$ cat src/rtl/pli_pkg.sv
// ----------------------------------------------------------------------------
// pli_pkg
// Shared widths, status codes and types of the piecewise linear interpolator.
// ----------------------------------------------------------------------------
package pli_pkg;

    localparam int VAL_W   = 32;   // Q16.16 value width
    localparam int IDX_W   = 9;    // breakpoint index width on the ports
    localparam int NUM_W   = 10;   // point count register width
    localparam int ST_W    = 2;    // status width
    localparam int DIFF_W  = VAL_W + 1;
    localparam int FRAC_W  = 16;
    localparam int NUMER_W = DIFF_W + FRAC_W;  // scaled dividend magnitude
    localparam int PROD_W  = 64;
    localparam int CNT_W   = 6;
    localparam int DIV_STEPS = NUMER_W;
    localparam int MUL_STEPS = VAL_W;

    localparam logic [NUM_W-1:0] NUM_POINTS_RST = NUM_W'(2);

    typedef logic [ST_W-1:0] status_t;

    localparam status_t ST_OK         = 2'd0;
    localparam status_t ST_ZERO_WIDTH = 2'd1;
    localparam status_t ST_SAT        = 2'd2;

    // One breakpoint as stored in the table
    typedef struct packed {
        logic signed [VAL_W-1:0] x;
        logic signed [VAL_W-1:0] y;
    } entry_t;

    // Segment handed from the scan to the arithmetic unit
    typedef struct packed {
        logic                    start;
        logic signed [VAL_W-1:0] qx;
        logic signed [VAL_W-1:0] x0;
        logic signed [VAL_W-1:0] x1;
        logic signed [VAL_W-1:0] y0;
        logic signed [VAL_W-1:0] y1;
    } seg_t;

    // Result returned by the arithmetic unit
    typedef struct packed {
        logic                    done;
        logic signed [VAL_W-1:0] result;
        status_t                 status;
    } arith_rsp_t;

endpackage

$ cat src/rtl/pli_arith.sv
// ----------------------------------------------------------------------------
// pli_arith
// Bit-serial interpolation datapath: restoring divide for the Q16.16
// fraction, shift-add multiply by the segment rise, then add and saturate.
// ----------------------------------------------------------------------------
module pli_arith
    import pli_pkg::*;
(
    input  logic       clk,
    input  logic       rst_n,
    input  seg_t       seg,
    output arith_rsp_t rsp
);

    typedef enum logic [2:0] {
        A_IDLE,
        A_SETUP,
        A_DIV,
        A_CLAMP,
        A_MUL,
        A_NEG,
        A_ADD,
        A_DONE
    } astate_t;

    astate_t                  state_reg;
    logic signed [DIFF_W-1:0] dx_reg;
    logic signed [DIFF_W-1:0] w_reg;
    logic signed [DIFF_W-1:0] dy_reg;
    logic signed [VAL_W-1:0]  y0_reg;
    logic [DIFF_W-1:0]        den_reg;
    logic [DIFF_W-1:0]        rem_reg;
    logic [NUMER_W-1:0]       quo_reg;
    logic [CNT_W-1:0]         cnt_reg;
    logic                     neg_q_reg;
    logic                     neg_p_reg;
    logic                     sat_reg;
    logic [PROD_W-1:0]        acc_reg;
    logic [PROD_W-1:0]        mcand_reg;
    logic [VAL_W-1:0]         mplier_reg;
    logic [NUMER_W-1:0]       p_reg;
    logic signed [VAL_W-1:0]  result_reg;
    status_t                  status_reg;

    logic [DIFF_W-1:0]        dx_mag;
    logic [DIFF_W-1:0]        w_mag;
    logic [DIFF_W-1:0]        dy_mag;
    logic [DIFF_W:0]          rem_shift;
    logic                     rem_ge;
    logic [PROD_W-FRAC_W-1:0] p_trunc;
    logic [NUMER_W:0]         sum;
    logic                     sum_hi;
    logic                     sum_lo;

    // Magnitudes of the differences
    always_comb
    begin
        dx_mag = dx_reg[DIFF_W-1] ? DIFF_W'(-dx_reg) : DIFF_W'(dx_reg);
        w_mag  = w_reg[DIFF_W-1]  ? DIFF_W'(-w_reg)  : DIFF_W'(w_reg);
        dy_mag = dy_reg[DIFF_W-1] ? DIFF_W'(-dy_reg) : DIFF_W'(dy_reg);
    end

    // One restoring divide step
    always_comb
    begin
        rem_shift = {rem_reg, quo_reg[NUMER_W-1]};
        rem_ge    = (rem_shift >= {1'b0, den_reg});
    end

    // Truncate the product toward zero and add to the left ordinate
    always_comb
    begin
        p_trunc = acc_reg[PROD_W-1:FRAC_W];
        sum     = {{(NUMER_W-VAL_W+1){y0_reg[VAL_W-1]}}, y0_reg}
                + {p_reg[NUMER_W-1], p_reg};
        sum_hi  = !sum[NUMER_W] && (sum[NUMER_W-1:VAL_W-1] != '0);
        sum_lo  = sum[NUMER_W] && (sum[NUMER_W-1:VAL_W-1] != '1);
    end

    // Sequencer and datapath registers
    always_ff @(posedge clk or negedge rst_n)
    begin
        if (!rst_n)
        begin
            state_reg  <= A_IDLE;
            dx_reg     <= '0;
            w_reg      <= '0;
            dy_reg     <= '0;
            y0_reg     <= '0;
            den_reg    <= '0;
            rem_reg    <= '0;
            quo_reg    <= '0;
            cnt_reg    <= '0;
            neg_q_reg  <= 1'b0;
            neg_p_reg  <= 1'b0;
            sat_reg    <= 1'b0;
            acc_reg    <= '0;
            mcand_reg  <= '0;
            mplier_reg <= '0;
            p_reg      <= '0;
            result_reg <= '0;
            status_reg <= ST_OK;
        end
        else
        begin
            unique case (state_reg)
                A_IDLE:
                begin
                    if (seg.start)
                    begin
                        dx_reg    <= {seg.qx[VAL_W-1], seg.qx} - {seg.x0[VAL_W-1], seg.x0};
                        w_reg     <= {seg.x1[VAL_W-1], seg.x1} - {seg.x0[VAL_W-1], seg.x0};
                        dy_reg    <= {seg.y1[VAL_W-1], seg.y1} - {seg.y0[VAL_W-1], seg.y0};
                        y0_reg    <= seg.y0;
                        sat_reg   <= 1'b0;
                        state_reg <= A_SETUP;
                    end
                end
                A_SETUP:
                begin
                    if (w_reg == '0)
                    begin
                        result_reg <= y0_reg;
                        status_reg <= ST_ZERO_WIDTH;
                        state_reg  <= A_DONE;
                    end
                    else
                    begin
                        quo_reg   <= {dx_mag, {FRAC_W{1'b0}}};
                        den_reg   <= w_mag;
                        rem_reg   <= '0;
                        neg_q_reg <= dx_reg[DIFF_W-1] ^ w_reg[DIFF_W-1];
                        neg_p_reg <= dx_reg[DIFF_W-1] ^ w_reg[DIFF_W-1] ^ dy_reg[DIFF_W-1];
                        mcand_reg <= PROD_W'(dy_mag);
                        cnt_reg   <= '0;
                        state_reg <= A_DIV;
                    end
                end
                A_DIV:
                begin
                    rem_reg <= rem_ge ? DIFF_W'(rem_shift - {1'b0, den_reg})
                                      : rem_shift[DIFF_W-1:0];
                    quo_reg <= {quo_reg[NUMER_W-2:0], rem_ge};
                    cnt_reg <= cnt_reg + 1'b1;
                    if (cnt_reg == CNT_W'(DIV_STEPS - 1))
                    begin
                        state_reg <= A_CLAMP;
                    end
                end
                A_CLAMP:
                begin
                    // Clamp the fraction to the signed 32-bit range
                    if (neg_q_reg && (quo_reg > NUMER_W'(64'h8000_0000)))
                    begin
                        mplier_reg <= 32'h8000_0000;
                        sat_reg    <= 1'b1;
                    end
                    else if (!neg_q_reg && (quo_reg > NUMER_W'(64'h7FFF_FFFF)))
                    begin
                        mplier_reg <= 32'h7FFF_FFFF;
                        sat_reg    <= 1'b1;
                    end
                    else
                    begin
                        mplier_reg <= quo_reg[VAL_W-1:0];
                    end
                    acc_reg   <= '0;
                    cnt_reg   <= '0;
                    state_reg <= A_MUL;
                end
                A_MUL:
                begin
                    if (mplier_reg[0])
                    begin
                        acc_reg <= acc_reg + mcand_reg;
                    end
                    mcand_reg  <= {mcand_reg[PROD_W-2:0], 1'b0};
                    mplier_reg <= {1'b0, mplier_reg[VAL_W-1:1]};
                    cnt_reg    <= cnt_reg + 1'b1;
                    if (cnt_reg == CNT_W'(MUL_STEPS - 1))
                    begin
                        state_reg <= A_NEG;
                    end
                end
                A_NEG:
                begin
                    p_reg     <= neg_p_reg ? NUMER_W'(-{1'b0, p_trunc})
                                           : NUMER_W'({1'b0, p_trunc});
                    state_reg <= A_ADD;
                end
                A_ADD:
                begin
                    if (sum_hi)
                    begin
                        result_reg <= 32'sh7FFF_FFFF;
                    end
                    else if (sum_lo)
                    begin
                        result_reg <= 32'sh8000_0000;
                    end
                    else
                    begin
                        result_reg <= sum[VAL_W-1:0];
                    end
                    status_reg <= (sat_reg || sum_hi || sum_lo) ? ST_SAT : ST_OK;
                    state_reg  <= A_DONE;
                end
                A_DONE:
                begin
                    state_reg <= A_IDLE;
                end
                default:
                begin
                    state_reg <= A_IDLE;
                end
            endcase
        end
    end

    assign rsp.done   = (state_reg == A_DONE);
    assign rsp.result = result_reg;
    assign rsp.status = status_reg;

endmodule

$ cat config.mk
export PLATFORM = sky130hd
export DESIGN_NAME = pli_arith
export DESIGN_NICKNAME = d
export VERILOG_FILES = /design/src/rtl/pli_pkg.sv /design/src/rtl/pli_arith.sv
export SDC_FILE = /design/constraint.sdc
export NUM_CORES = 2
export LEC_CHECK = 0
export BUFFER_PORTS_ARGS = -buffer_cell sky130_fd_sc_hd__buf_2
export CAP_MARGIN = 20
export CORE_UTILIZATION = 30
export DETAILED_ROUTE_END_ITERATION = 6
export PLACE_DENSITY = 0.43
export REMOVE_ABC_BUFFERS = 1
export SLEW_MARGIN = 20
export SYNTH_ARGS = -nofsm -noshare
export SYNTH_HDL_FRONTEND = slang
export SYNTH_SLANG_ARGS = --single-unit
$ cat constraint.sdc
create_clock -name clk -period 13.72 [get_ports clk]
set_clock_uncertainty 0.15 [all_clocks]
set_input_delay 2.744 -clock clk [delete_from_list [all_inputs] [get_ports clk]]
set_output_delay 2.744 -clock clk [all_outputs]
set_load 0.05 [all_outputs]
; Word-level counts from Yosys, hierarchy flattened
; Cells that the tools add are included.
[word_totals]
n_memories = 0
out_inout_bits = 35
regBits = 501
romBits = 0
word_cells = 113
input_bits = 163
latch_bits = 0
ramBits = 0
[classes]
eq_ne = 17
n_shift = 0
reduce_logical = 27
addsub = 11
mul = 0
div_mod_pow = 0
bitwise_logic = 3
mux = 34
n_lt_le_gt_ge = 3
[op_table]
columns = op, n
row1 = $pmux 64 s2, 2
row2 = $mux 33, 5
row3 = $mux 32, 5
row4 = $mux 64, 2
row5 = $pmux 32 s2, 2
row6 = $neg 33->33, 3
row7 = $sub 32x32->33, 3
row8 = $mux 49, 2
row9 = $pmux 49 s2, 1
row10 = $pmux 33 s2, 1
row11 = $add 64x64->64, 1
row12 = $add 32x49->50, 1
row13 = $gt 49x31->1 const B, 1
row14 = $gt 49x32->1 const B, 1
row15 = $neg 48->49, 1
row16 = $ge 34x33->1, 1
row17 = $logic_not 33->1, 1
row18 = $sub 33x33->33, 1
row19 = $pmux 3 s8, 1
row20 = $ne 18x18->1 const B, 1
row21 = $pmux 6 s3, 1
row22 = $reduce_bool 18->1, 1
row23 = $reduce_and 2->1, 7
row24 = $eq 3x3->1 const B, 4
row25 = 23 further kinds, 46

; Longest topological paths before layout
[logic_depth]
ltp_word = 7
ltp_mapped = 17
depth_no_buf = 15

; Worst setup path after synthesis
; No wires, ideal clock.
[synth_timing]
path_kind = input -> register
from = in seg[128] (netlist bit)
to = reg dx_reg[32]
slack_ns = 7.939
cell_stages = 14
arrival_time_ns = 5.498
setup_ns = 0.133
cell_sequence = inv_1 ha_1 fa_1 nand2b_1 a21boi_0 o21ai_0 a21oi_1 a211oi_1 o41a_1 o311a_1 o31ai_1 nand2_1 a31oi_1 o21ai_0
[synth_via]
elab_chain_cells = 1
[synth_rtl]
columns = element, line_no
row1 = from (decl), pli_arith.sv:11  ; input seg_t seg,
row2 = $sub 32x32->33, pli_arith.sv:111  ; dx_reg <= {seg.qx[VAL_W-1], seg.qx} - {seg.x0[VAL_W-1], seg.x0};
row3 = to (signal assigned), pli_arith.sv:111
row4 = to (decl), pli_arith.sv:27  ; logic signed [DIFF_W-1:0] dx_reg;
; Every way passes these cells.
; A chain may end at the register's enable or synchronous reset.

; Worst setup path after layout
[layout_timing]
from = in seg[0] (netlist bit)
to = reg dy_reg[32]
[layout_via]
elab_chain_cells = 1
[layout_rtl]
columns = element, line_no
row1 = $sub 32x32->33, pli_arith.sv:113  ; dy_reg <= {seg.y1[VAL_W-1], seg.y1} - {seg.y0[VAL_W-1], seg.y0};
row2 = to (signal assigned), pli_arith.sv:113
row3 = to (decl), pli_arith.sv:29  ; logic signed [DIFF_W-1:0] dy_reg;
; Every way passes these cells.

==> run summary <==
total number of vias = 30,500
commonest non-fill, non-tap cell in the layout = nand2_1
die height = 348 um
initial antenna violation count = 2
mapped cell area = 35,900 sq um
total power = 9.21 mW
clk buf depth = 3
DP Worst Slack = 7.04 ns
Yosys warning count = 0
DIE AREA = 121,000 sq um
Setup crit end kind = register
final worst path period need = 6.00 ns
global-route wire length before repair = 174 mm
Post-Syn Instances = 4,287
post-CTS setup buffer count = 0
Routed met2 length = 48.6 mm
Max stage delay on crit path = 0.45 ns
vias in the first global route = 29,900
CTS H-tree lvls = 3
DRT iter0 DRCs = 1,723
Hold WC Path Type = register to register
clock latency on the worst-skew pair = 0.64 ns
Pwr Density = 227 nW/um^2
# clock sinks = 501
Worst Path Required = 14.09 ns
IO Pins = 198
final WL = 108 mm
Tot GR Track Use = 17.8%
fin crit share = 43.7%
status = completed
final setup margin = 7.72 ns
RSZ-0062 raised after global routing = no
final global-route overflow total = 0
Top Layer Used = met5
Die Width = 348 um
ANT nets after route = 0
Main synth FF type = dfrtp_1
VDD IR-drop max = 0.106 mV
Hold WS = 0.336 ns
fmax = 167 MHz
Cell Rows = 126
Leak = 18.8 nW
Root Buffer = clkbuf_16
TritonCTS Buffers = 66
wire per inst = 18.0 um
Seq/Total Area, Yosys = 34.9%
Hold Buf Count CTS = 0
max cap viols = 0
Critical Path AT = 6.37 ns
met1 WL = 53.6 mm
Slew Limit Fails = 0
Fin. Hold Viols = 0
Yosys reg bits = 501
Critical Path, Cell by Cell = buf_2, inv_1, ha_1, fa_1, nor2b_1, o21ai_0, a21boi_0, o211ai_1, a41oi_1, o211ai_1, a31oi_1, a311oi_1, o21ai_0, a2111oi_0, a211o_1
slowest CP cell = a21boi_0
PostCTS Resize Cnt = 0
area grow syn2layout = 13.2%
kind of critical path = primary input to register
Reg clk slew, reported paths = 0.06 ns
largest net degree at the start of global routing = 133
crit path max fanout = 4
placed inst area = 38,300 sq um
# nets final = 4,783
routed wl met3 = 3.67 mm
Worst slew margin = 33.8%
Startpoint Class = primary input
Post-synth ARST share = 100%
Initial DRT Pass Iterations = 5
Syn Area/Cell = 8.37 sq um
most frequent cells in the layout = nand2_1, dfrtp_1, o21ai_0, a21oi_1, nor2_1
input/output buffers = 197
total core area = 118,000 sq um
final setup violation count = 0
Least-Margin Pin Slew = 0.968 ns
Post-synth EDFFs = 0
fin area = 40,600 sq um
fraction of layout cells with a size suffix above 1 = 9.24%
Placer Congestion = 0.899
final HPWL from detailed placement = 81.8 mm
Starting Density = 30.3%
post-synth cell types = 91
ant diodes = 0
setup TNS = 0 ns
CTS tree = yes
DRC violations left = 0
vias per cell = 5.07
==> report_power, final <==
part / internal (mW) / switching [mW]
clock network: 1.14 / 0.710
logic: 1.76 / 2.91
registers: 2.06 / 0.618
total: 4.97 / 4.24
==> metrics by stage <==
| step | utilization (%) | instances |
|---|---|---|
| floorplan | - | 4066 |
| global placement | 32.3 | 5899 |
| detailed placement | 32.3 | 5899 |
| CTS | 34.3 | 6015 |
| global route | 34.3 | 6015 |
| finish | 34.3 | 6015 |
==> final cells by class <==
| type | instances | area [sq um] |
|---|---|---|
| Fill cell | 12500 | 77800 |
| Clock inverter | 26 | 408 |
| Sequential cell | 501 | 12500 |
| Multi-Input combinational cell | 3387 | 21800 |
| Timing Repair Buffer | 233 | 1290 |
| Tap cell | 1600 | 2000 |
| Clock buffer | 90 | 1900 |
| Inverter | 178 | 668 |
==> critical path, delay by kind of cell <==
kind,cells,cell delay (ns)
AOI/OAI and AO/OA,10,2.78
adders and majority gates,2,0.62
and+or+nand+nor,1,0.12
buffers and inverters,2,0.10
==> cell usage after synthesis (34+ instances only) <==
cell      number  area (sq um)
a21oi_1      310          1550
nor3_1        47           235
xnor2_1      146          1280
nand4_1       47           294
inv_1        178           668
nand2b_1      43           269
o31ai_1       75           563
xor2_1       204          1790
ha_1         247          3090
nor2_1       260           976
dfrtp_1      501         12500
clkbuf_1     164           616
nand2_1      538          2020
nor2b_1       42           263
a21o_1       138          1040
a22oi_1       52           390
o21ai_0      500          2500
o21a_1        34           255
nand3_1      150           751
==> metal layers <==
layer	GRT usage (%)	vias to the layer above
met5	0	-
met4	4.69	2
met3	2.48	119
met2	28.5	457
met1	24.9	14300
li1	-	15600
==> cells by family (layout without fill, tap and decap cells) <==
| family | after synthesis | after routing | synth area share [%] |
|---|---|---|---|
| simple gates | 1316 | 1316 | 17.0 |
| compound gates | 1432 | 1432 | 25.0 |
| buf+inv | 399 | 527 | 4.50 |
| mux | 36 | 36 | 1.02 |
| xor+xnor | 350 | 350 | 8.54 |
| fa+ha+maj | 253 | 253 | 8.95 |
| flops | 501 | 501 | 34.9 |
==> worst paths after layout <==
path	startpoint	end	slack [ns]	cells past startpoint
setup / recovery	seg[0]	dy_reg[32]$_DFFE_PN0P_	7.72	15
hold / removal	den_reg[29]$_DFFE_PN0P_	den_reg[29]$_DFFE_PN0P_	0.34	2
setup reg to reg	y0_reg[31]$_DFFE_PN0P_	result_reg[16]$_DFFE_PN0P_	8.05	14
hold reg to reg	den_reg[29]$_DFFE_PN0P_	den_reg[29]$_DFFE_PN0P_	0.34	2
max in group asynchronous	rst_n	dx_reg[32]$_DFFE_PN0P_	9.47	3
min in group asynchronous	rst_n	y0_reg[6]$_DFFE_PN0P_	1.92	1
Note: power is estimated with default switching activity, not from simulation.
